### src/rtl/core/assert_macros.svh
// ----------------------------------------------------------------------------
// assertion macros
// shared concurrent assertion forms, removable with NO_ASSERTIONS
// ----------------------------------------------------------------------------
`ifndef ASSERT_MACROS_SVH
`define ASSERT_MACROS_SVH

`ifndef NO_ASSERTIONS

// same-cycle implication, disabled while reset is high
`define ASSERT_IMPLY(lbl, clk, rst, ante, cons) \
  lbl: assert property (@(posedge clk) disable iff (rst) (ante) |-> (cons)) \
    else $error("assertion lbl failed");

// next-cycle implication, disabled while reset is high
`define ASSERT_NEXT(lbl, clk, rst, ante, cons) \
  lbl: assert property (@(posedge clk) disable iff (rst) (ante) |=> (cons)) \
    else $error("assertion lbl failed");

`else

`define ASSERT_IMPLY(lbl, clk, rst, ante, cons)
`define ASSERT_NEXT(lbl, clk, rst, ante, cons)

`endif

`endif

### src/rtl/core/tonq_pkg.sv
// ----------------------------------------------------------------------------
// tonq_pkg
// codes, types and the q-method update function of the option negotiator
// ----------------------------------------------------------------------------
package tonq_pkg;

  // default number of options kept per side
  localparam int OptionCount = 256;

  // operation codes
  localparam logic [1:0] OP_REQUEST = 2'd0;
  localparam logic [1:0] OP_RECEIVE = 2'd1;
  localparam logic [1:0] OP_QUERY   = 2'd2;

  // q-method states
  localparam logic [1:0] Q_NO      = 2'd0;
  localparam logic [1:0] Q_YES     = 2'd1;
  localparam logic [1:0] Q_WANTNO  = 2'd2;
  localparam logic [1:0] Q_WANTYES = 2'd3;

  // command bytes
  localparam logic [7:0] CMD_WILL = 8'd251;
  localparam logic [7:0] CMD_WONT = 8'd252;
  localparam logic [7:0] CMD_DO   = 8'd253;
  localparam logic [7:0] CMD_DONT = 8'd254;

  // one side of an option: queue bit over the state
  typedef struct packed {
    logic       queued;
    logic [1:0] state;
  } q_entry_t;

  // outcome of one update
  typedef struct packed {
    q_entry_t   entry;
    logic       send;
    logic [7:0] cmd;
  } q_result_t;

  // one q-method step for a request, a positive or a negative command
  function automatic q_result_t q_next(q_entry_t e, logic dir, logic is_req,
                                       logic en, logic pos, logic acc);
    q_result_t  r;
    logic [7:0] cmd_on;
    logic [7:0] cmd_off;
    cmd_on  = dir ? CMD_DO : CMD_WILL;
    cmd_off = dir ? CMD_DONT : CMD_WONT;
    r.entry = e;
    r.send  = 1'b0;
    r.cmd   = 8'd0;
    if (is_req) begin
      if (en) begin
        unique case (e.state)
          Q_NO: begin
            r.entry = '{queued: 1'b0, state: Q_WANTYES};
            r.send  = 1'b1;
            r.cmd   = cmd_on;
          end
          Q_WANTNO:  r.entry = '{queued: 1'b1, state: Q_WANTNO};
          Q_WANTYES: r.entry = '{queued: 1'b0, state: Q_WANTYES};
          default:   r.entry = e;
        endcase
      end else begin
        unique case (e.state)
          Q_YES: begin
            r.entry = '{queued: 1'b0, state: Q_WANTNO};
            r.send  = 1'b1;
            r.cmd   = cmd_off;
          end
          Q_WANTNO:  r.entry = '{queued: 1'b0, state: Q_WANTNO};
          Q_WANTYES: r.entry = '{queued: 1'b1, state: Q_WANTYES};
          default:   r.entry = e;
        endcase
      end
    end else if (pos) begin
      unique case (e.state)
        Q_NO: begin
          r.send = 1'b1;
          if (acc) begin
            r.entry = '{queued: 1'b0, state: Q_YES};
            r.cmd   = cmd_on;
          end else begin
            r.cmd = cmd_off;
          end
        end
        Q_YES:    r.entry = e;
        Q_WANTNO: r.entry = '{queued: 1'b0, state: (e.queued ? Q_YES : Q_NO)};
        default: begin
          if (e.queued) begin
            r.entry = '{queued: 1'b0, state: Q_WANTNO};
            r.send  = 1'b1;
            r.cmd   = cmd_off;
          end else begin
            r.entry = '{queued: 1'b0, state: Q_YES};
          end
        end
      endcase
    end else begin
      unique case (e.state)
        Q_NO: r.entry = e;
        Q_YES: begin
          r.entry = '{queued: 1'b0, state: Q_NO};
          r.send  = 1'b1;
          r.cmd   = cmd_off;
        end
        Q_WANTNO: begin
          if (e.queued) begin
            r.entry = '{queued: 1'b0, state: Q_WANTYES};
            r.send  = 1'b1;
            r.cmd   = cmd_on;
          end else begin
            r.entry = '{queued: 1'b0, state: Q_NO};
          end
        end
        default: r.entry = '{queued: 1'b0, state: Q_NO};
      endcase
    end
    return r;
  endfunction

endpackage

### src/rtl/core/telnet_option_q_negotiator.sv
// ----------------------------------------------------------------------------
// telnet_option_q_negotiator
// q-method option negotiation table for both sides of a telnet session
// ----------------------------------------------------------------------------
// Takes one item per clock while not stalled and returns one result item for
// each through the stage 1 and result registers. The option table lives in
// a single-port-write RAM, one row per option holding the local and remote
// entries; its registered read feeds one update stage that writes the row
// back, with the write of the previous item forwarded into the next read so
// back-to-back items on the same option see each other. A valid bit per row
// makes a never-written row read as NO with an empty queue, so no clearing
// pass runs after reset and items are taken from the first cycle.
`include "assert_macros.svh"

module telnet_option_q_negotiator #(
  parameter int OPTION_COUNT = tonq_pkg::OptionCount
) (
  input  logic       clk,
  input  logic       rst,
  // input channel
  input  logic       in_valid,
  output logic       in_stall,
  input  logic [1:0] operation,
  input  logic       direction,
  input  logic [7:0] option,
  input  logic       enable,
  input  logic [7:0] command,
  input  logic       peer_accepts,
  // result channel
  output logic       out_valid,
  input  logic       out_stall,
  output logic       send_valid,
  output logic [7:0] send_command,
  output logic [7:0] send_option,
  output logic       enabled
);

  localparam int RowAw = (OPTION_COUNT > 1) ? $clog2(OPTION_COUNT) : 1;

  // pipeline advance and input handshake
  logic adv;
  logic in_accept;
  assign adv       = !out_valid || !out_stall;
  assign in_stall  = !adv;
  assign in_accept = in_valid && adv;

  logic [RowAw-1:0] in_row;
  assign in_row = option[RowAw-1:0];

  // option table: local entry in the low half of a row, remote in the high
  logic [5:0]       mem [OPTION_COUNT];
  logic             row_vld [OPTION_COUNT];
  logic [5:0]       rd_data;
  logic             rd_vld;
  logic             fwd_hit;
  logic [5:0]       fwd_data;
  logic             wr_en;
  logic [RowAw-1:0] wr_row;
  logic [5:0]       wr_data;

  // stage 1 item registers
  logic       s1_valid;
  logic [1:0] s1_op;
  logic       s1_dir;
  logic [7:0] s1_opt;
  logic       s1_en;
  logic [7:0] s1_cmd;
  logic       s1_acc;

  always_ff @(posedge clk) begin
    if (rst) begin
      s1_valid <= 1'b0;
    end else if (adv) begin
      s1_valid <= in_accept;
    end
  end

  always_ff @(posedge clk) begin
    if (in_accept) begin
      s1_op  <= operation;
      s1_dir <= direction;
      s1_opt <= option;
      s1_en  <= enable;
      s1_cmd <= command;
      s1_acc <= peer_accepts;
    end
  end

  // table write and registered read
  always_ff @(posedge clk) begin
    if (wr_en) begin
      mem[wr_row] <= wr_data;
    end
    if (adv) begin
      rd_data <= mem[in_row];
    end
  end

  // row valid bits
  always_ff @(posedge clk) begin
    if (rst) begin
      for (int i = 0; i < OPTION_COUNT; i++) begin
        row_vld[i] <= 1'b0;
      end
    end else if (wr_en) begin
      row_vld[wr_row] <= 1'b1;
    end
  end

  always_ff @(posedge clk) begin
    if (adv) begin
      rd_vld <= row_vld[in_row];
    end
  end

  // forward a write that lands on the row being read
  always_ff @(posedge clk) begin
    if (rst) begin
      fwd_hit <= 1'b0;
    end else if (adv) begin
      fwd_hit <= in_accept && wr_en && (wr_row == in_row);
    end
  end

  always_ff @(posedge clk) begin
    if (adv) begin
      fwd_data <= wr_data;
    end
  end

  // update stage
  logic                s1_in_range;
  logic                cmd_known;
  logic                cmd_remote;
  logic                cmd_pos;
  logic                side;
  logic [5:0]          row;
  tonq_pkg::q_entry_t  cur;
  tonq_pkg::q_result_t res;
  logic                does_write;

  always_comb begin
    s1_in_range = ({1'b0, s1_opt} < 9'(OPTION_COUNT));
    cmd_known   = (s1_cmd == tonq_pkg::CMD_WILL) || (s1_cmd == tonq_pkg::CMD_WONT) ||
                  (s1_cmd == tonq_pkg::CMD_DO) || (s1_cmd == tonq_pkg::CMD_DONT);
    cmd_remote  = (s1_cmd == tonq_pkg::CMD_WILL) || (s1_cmd == tonq_pkg::CMD_WONT);
    cmd_pos     = (s1_cmd == tonq_pkg::CMD_WILL) || (s1_cmd == tonq_pkg::CMD_DO);
    side        = (s1_op == tonq_pkg::OP_RECEIVE) ? cmd_remote : s1_dir;
    if (fwd_hit) begin
      row = fwd_data;
    end else if (rd_vld) begin
      row = rd_data;
    end else begin
      row = '0;
    end
    cur = side ? row[5:3] : row[2:0];
    res = tonq_pkg::q_next(cur, side, (s1_op == tonq_pkg::OP_REQUEST), s1_en,
                           cmd_pos, s1_acc);
    does_write = s1_in_range && ((s1_op == tonq_pkg::OP_REQUEST) ||
                                 ((s1_op == tonq_pkg::OP_RECEIVE) && cmd_known));
    wr_en   = s1_valid && adv && does_write;
    wr_row  = s1_opt[RowAw-1:0];
    wr_data = side ? {res.entry, row[2:0]} : {row[5:3], res.entry};
  end

  // result register
  always_ff @(posedge clk) begin
    if (rst) begin
      out_valid <= 1'b0;
    end else if (adv) begin
      out_valid <= s1_valid;
    end
  end

  always_ff @(posedge clk) begin
    if (adv && s1_valid) begin
      send_valid   <= does_write && res.send;
      send_command <= (does_write && res.send) ? res.cmd : 8'd0;
      send_option  <= (does_write && res.send) ? s1_opt : 8'd0;
      enabled      <= s1_in_range && (s1_op == tonq_pkg::OP_QUERY) &&
                      (cur.state == tonq_pkg::Q_YES);
    end
  end

  // terms for the checks
  logic chk_send_code;
  logic chk_idle_fields;
  logic chk_fwd;
  assign chk_send_code   = (send_command == tonq_pkg::CMD_WILL) ||
                           (send_command == tonq_pkg::CMD_WONT) ||
                           (send_command == tonq_pkg::CMD_DO) ||
                           (send_command == tonq_pkg::CMD_DONT);
  assign chk_idle_fields = (send_command == 8'd0) && (send_option == 8'd0);
  assign chk_fwd         = wr_en && in_accept && (wr_row == in_row);

  // checks
  `ASSERT_IMPLY(a_send_code, clk, rst, out_valid && send_valid, chk_send_code)
  `ASSERT_IMPLY(a_query_no_send, clk, rst, out_valid && enabled, !send_valid)
  `ASSERT_IMPLY(a_idle_fields, clk, rst, out_valid && !send_valid, chk_idle_fields)
  `ASSERT_NEXT(a_forward, clk, rst, chk_fwd, fwd_hit && (fwd_data == $past(wr_data)))

endmodule

### config.mk
export PLATFORM = sky130hd
export DESIGN_NAME = telnet_option_q_negotiator
export DESIGN_NICKNAME = d
export VERILOG_FILES = /design/src/rtl/core/tonq_pkg.sv /design/src/rtl/core/telnet_option_q_negotiator.sv
export VERILOG_INCLUDE_DIRS = /design/src /design/src/rtl/core
export SDC_FILE = /design/constraint.sdc
export NUM_CORES = 2
export LEC_CHECK = 0
export BUFFER_PORTS_ARGS = -buffer_cell sky130_fd_sc_hd__buf_2
export CORE_UTILIZATION = 47
export DETAILED_ROUTE_END_ITERATION = 10
export PLACE_DENSITY_LB_ADDON = 0.12
export SYNTH_ARGS = -nofsm -noshare
export SYNTH_HDL_FRONTEND = slang
export SYNTH_SLANG_ARGS = --single-unit
### constraint.sdc
create_clock -name clk -period 17.65 [get_ports clk]
set_input_delay 3.53 -clock clk [delete_from_list [all_inputs] [get_ports clk]]
set_output_delay 3.53 -clock clk [all_outputs]
set_load 0.005 [all_outputs]
* Word-level counts from Yosys, hierarchy flattened *
Memories as Yosys holds them, arrays and structs flattened. A register that Yosys moved wholly into a read port is not among the register bits.
Cells that the tools add are included.

word-level totals
  input port bits = 25
  register bits = 48
  logic and storage cells = 82
  memories kept = 2
  RAM bits = 1792
  output and inout port bits = 20

cells by class
  equality and inequality tests = 10
  reduce and logical (&&, ||, !) cells = 22
  muxes and demuxes = 34

memories
  name     depth  width  read ports  clocked after Yosys merged registers in  write ports  RTL line                          source
  mem      256    6      1           1                                        1            telnet_option_q_negotiator.sv:51  logic [5:0] mem [OPTION_COUNT];
  row_vld  256    1      1           1                                        256          telnet_option_q_negotiator.sv:52  logic row_vld [OPTION_COUNT];

operator list
  cell                number
  $mux 12             3
  $mux 9              4
  $pmux 9 s2          2
  $eq 8x8->1 const B  4
  $mux 6              3
  $pmux 3 s2          3
  $mux 3              4
  $mux 1              10
  $pmux 3 s3          1
  $eq 8x8->1          1
  $logic_and 1x1->1   8
  $mux 8              1
  $eq 2x2->1 const B  3
  $logic_or 1x1->1    6
  $mux 2              3
  $eq 2x1->1 const B  2
  $logic_not 2->1     2
  $reduce_or 2->1     2
  $logic_not 1->1     3
  $reduce_or 1->1     1

* Logic depth before layout (Yosys ltp) *
  word-level depth = 12
  depth in mapped cells = 12
  gate-level depth less buffers = 8

* Least setup slack after synthesis *
Ideal clock, no wire load.

  path type = reg2reg
  from = reg s1_op[1]
  to = reg fwd_data[1] (data pin)
  path slack = 3.094 ns
  stages on the path, launching flop included = 10
  setup time = 2.322 ns
  required time = 15.328 ns
  path buffers = 1
  arrival = 12.235 ns
  clock period less this slack = 14.556 ns
  cells stage by stage = edfxtp_1 and2b_1 o2111ai_2 nand2_2 inv_2 buf_6 o32ai_2 and2_1 a21oi_1 a221oi_1

on the way
  longest elaborated chain between the ends = 9
  elaborated cells between the ends (all ways) = 21
  those cells by class = eq/ne: 4; mux: 13; reduce/logical: 4

RTL lines
  element                                   RTL line                           source
  start, declared                           telnet_option_q_negotiator.sv:63   logic [1:0] s1_op;
  start signal, assigned                    telnet_option_q_negotiator.sv:80   s1_op <= operation;
  $eq 2x1->1                                telnet_option_q_negotiator.sv:148  side = (s1_op == tonq_pkg::OP_RECEIVE) ? cmd_remote : s1_dir;
  $mux 1                                    telnet_option_q_negotiator.sv:148
  $mux 3                                    telnet_option_q_negotiator.sv:156  cur = side ? row[5:3] : row[2:0];
  $eq 2x1->1, or another cell as far along  tonq_pkg.sv:64, tonq_pkg.sv:76
  $reduce_or 2->1 (no source line)          -
  $pmux 3 s2, on equally long branches      tonq_pkg.sv:64, tonq_pkg.sv:53
  $mux 12                                   tonq_pkg.sv:52                     if (en) begin
  $mux 12                                   tonq_pkg.sv:51                     if (is_req) begin
  $mux 6 *                                  telnet_option_q_negotiator.sv:163  wr_data = side ? {res.entry, row[2:0]} : {row[5:3], res.entry};
  via wr_data[1]                            telnet_option_q_negotiator.sv:59   logic [5:0] wr_data;
  end signal, assigned                      telnet_option_q_negotiator.sv:127  fwd_data <= wr_data;
  end, declared                             telnet_option_q_negotiator.sv:56   logic [5:0] fwd_data;

The timed path passes the listed nets; every way through them passes the cells marked *.
A chain may end at the register's enable or synchronous reset.

* Final worst setup path *
  from = in out_stall
  to = out in_stall

on the way
  longest elaborated chain between the ends = 3

RTL lines
  element           RTL line                          source
  start, declared   telnet_option_q_negotiator.sv:31  input logic out_stall,
  $logic_not 1->1   telnet_option_q_negotiator.sv:43  assign adv = !out_valid || !out_stall;
  $logic_or 1x1->1  telnet_option_q_negotiator.sv:43
  $logic_not 1->1   telnet_option_q_negotiator.sv:44  assign in_stall = !adv;
  end, declared     telnet_option_q_negotiator.sv:22  output logic in_stall,

No other way between the ends.

==> out/qor.yml <==
outcome:
  outcome: "finished, final reports clean"
die:
  num_rows: 143
  start_util_pct: 47.5
  dieArea_um2: 155000
  die_h_um: 394
  die_w_um: 394
  io_pins: 45
  core_um2: 152000
pwr:
  pwr-share-seq_pct: 53.1
  switchingPower_mw: 2.05
  power_frac_comb_pct: 5.8
  intPower_mw: 7.08
  ir_worst_vdd_uv: 101
  power_density_nw_per_um2: 114
  power_leakage_nw: 25.8
  power_frac_clock_pct: 41.1
  power_switching_share_pct: 22.5
global_routing:
  grt_pass1_wl_um: 271000
  grt_overflow_total: 0
  grt.total_usage_pct: 23.9
  grt_start_max_net_pins: 108
  antenna_found_initial: 8
  first_global_vias: 38700
clock_tree:
  cts_buffers: 187
  worstSkewPairLatency_ps: 810
  ctsRootBufferMaster: "clkbuf_16"
  postCtsSetupBuffers: 0
  clkSlewWorstSetupHoldPaths_ps: 60
  cts_tree: "yes"
  htreeDepth: 4
  cts_resized: 0
  cts_sinks: 1843
  hold_buffers: 0
  cts_buffer_depth: 3
synth:
  synth_fp_nets: 4245
  synth_async_sr_flop_share_pct: 0
  seq_area_frac_synth_pct: 73.0
  ys_types: 66
  avgSynthCellArea_um2: 17.1
  ys_ff_latch: 1843
  syn_inst: 4219
  ys_warn_count: 0
  syn-cell-area_um2: 72300
  synthFlopType: "edfxtp_1"
  synth_edf_count: 1584
layout:
  syn_to_final_growth_pct: 11.3
  post-route-cell-area_um2: 80400
  layout-drive-gt1-share_pct: 18.6
  nets: 4287
critical_path:
  reg2reg_from: "fwd_hit"
  setup.worst_path.start_class: "primary input"
  critPathKind: "in -> out"
  cp-end-kind: "output port"
  reg2reg_setup_slack_ps: 11910
  r2r_end: "mem[223][3]"
  worstPathArrival_ps: 4810
  crit_path_max_fanout: 16
  reg2reg_depth: 10
  worstPathRequired_ps: 14120
placement:
  globalplace.congestion: 0.843
  io_buffers: 44
  placed_cell_area_um2: 74700
  dp_hpwl_um: 110000
drt:
  routed_wl_um: 185000
  avgViaCountPerCell: 6.04
  dr.pass1.iters: 7
  ant_nets: 0
  post_drt_wl_per_cell_um: 28.8
  drc: 0
  vias: 38900
  drt_iter0_markers: 4109
timing:
  clock_skew_ps: 26.2
  min_period_over_period_pct: 47.3
  hold_viol_final: 0
  setup_tns_ps: 0
  relSlewSlack_pct: 15.3
  rsz0062_at_grt: "false"
  max_freq_mhz: 120
  finalCriticalPeriod_ps: 8340
  final_max_slew_viol_count: 0
  final-setup-viol-count: 0
  worst_pin_slew_ps: 1270
min_path:
  hold_end: "row_vld[81]"
  min-delay-start: "row_vld[81]"
  whs_path_depth: 2
  hp-class: "reg -> reg"
run:
  cap_viol_max_count: 0
-- Yosys cell counts, types with 22 or more instances --
| cell | number | area share (%) |
|---|---|---|
| a211oi_1 | 45 | 0.47 |
| a21oi_1 | 303 | 2.1 |
| a22oi_1 | 75 | 0.78 |
| buf_2 | 95 | 0.66 |
| buf_4 | 24 | 0.25 |
| clkbuf_1 | 134 | 0.70 |
| dfxtp_1 | 259 | 7.2 |
| edfxtp_1 | 1584 | 66 |
| mux2i_1 | 201 | 2.8 |
| mux4_2 | 370 | 12 |
| nand2_1 | 118 | 0.61 |
| nand3_1 | 28 | 0.19 |
| nand4_1 | 22 | 0.19 |
| nor2_1 | 585 | 3.0 |
| o21ai_0 | 33 | 0.23 |
| o22ai_1 | 65 | 0.56 |
-- power by group through the flow --
stage	Sequential [mW]	Combinational (mW)	Clock (mW)
floorplan	5.01	0.310	0
global placement	4.94	0.524	0
detailed placement	4.94	0.531	0
CTS	4.85	0.532	3.82
global route	4.85	0.560	3.98
finish	4.85	0.525	3.76
-- critical path: stages --
cell	delay [ps]
buf_2	90
nand2_1	750
inv_1	230
buf_2	200
-- cells by family after synthesis --
family / share of synthesized area [%]
xor gates and xnor gates: 0.109
muxes: 14.6
DFF: 73.0
adders and majority gates: 0.0173
buffers and inverters: 1.83
AOI/OAI and AO/OA: 5.28
and+or+nand+nor: 5.14
-- worst max path at each step --
stage / from / to / cells past startpoint
after floorplan: s1_op[1] / fwd_data[1] / 9
after global placement: option[0] / rd_data[1] / 9
after detailed placement: option[0] / rd_data[4] / 10
after CTS: out_stall / in_stall / 4
after global routing: out_stall / in_stall / 4
final: out_stall / in_stall / 4
-- metrics by stage --
step	total power [mW]	utilization [%]	cells	hold slack, ps	setup WS [ps]
after floorplan	5.32	-	4219	431	3090
after global placement	5.47	49.0	6102	442	9170
after detailed placement	5.47	49.0	6102	451	9170
after CTS	9.20	52.8	6440	466	9300
after global routing	9.38	52.8	6440	478	9260
final	9.13	52.8	6443	462	9310
-- layout make-up --
type	instances	area, um^2
Fill cell	12100	71800
Antenna cell	3	7.51
Clock buffer	261	5130
Inverter	7	26.3
Tap cell	2030	2540
Multi-Input combinational cell	2091	18400
Clock inverter	77	604
Timing Repair Buffer	131	948
Sequential cell	1843	52800
-- per-layer routing --
layer | wire, um | vias up | share of wire (%) | GRT usage (%)
met1 | 79300 | 20400 | 43 | 34.3
met2 | 88700 | 1462 | 48 | 38.0
met4 | 3900 | 4 | 2.1 | 5.68
li1 | - | 16800 | - | -
met3 | 13500 | 250 | 7.3 | 4.40
met5 | 18 | - | 0.0097 | 0
-- cells in the final DEF (no fill, tap or decap), types with 7 or more instances in the layout --
cell type	synthesis	routed
buf_2	95	39
nor2_1	585	577
clkinv_2	0	25
buf_4	24	85
nand4_1	22	22
o21ai_0	33	33
clkbuf_16	0	192
a221oi_1	11	8
o211ai_1	18	18
nand2_1	118	115
and3_1	15	15
clkinv_1	0	29
nor2b_1	16	15
edfxtp_1	1584	1584
a211oi_1	45	45
xor2_1	9	9
nand3_1	28	22
o22ai_1	65	65
a21oi_1	303	303
mux2i_1	201	201
mux2_2	20	20
mux4_2	370	370
a22oi_1	75	75
nand2b_1	16	16
and2_1	17	17
a211o_1	7	7
clkbuf_1	134	62
nor3_2	3	9
dfxtp_1	259	259
nor4_1	10	9
o221ai_1	10	9
clkbuf_8	0	8
nor2_2	3	9
-- registers in the layout (all words and copies together) (netlist names), 2 cells and up --
signal        flops
rd_data           6
send_option       8
fwd_data          6
s1_op             2
send_command      4
s1_cmd            8
mem            1536
row_vld         256
s1_opt            8
Note: power is estimated with default switching activity, not from simulation.
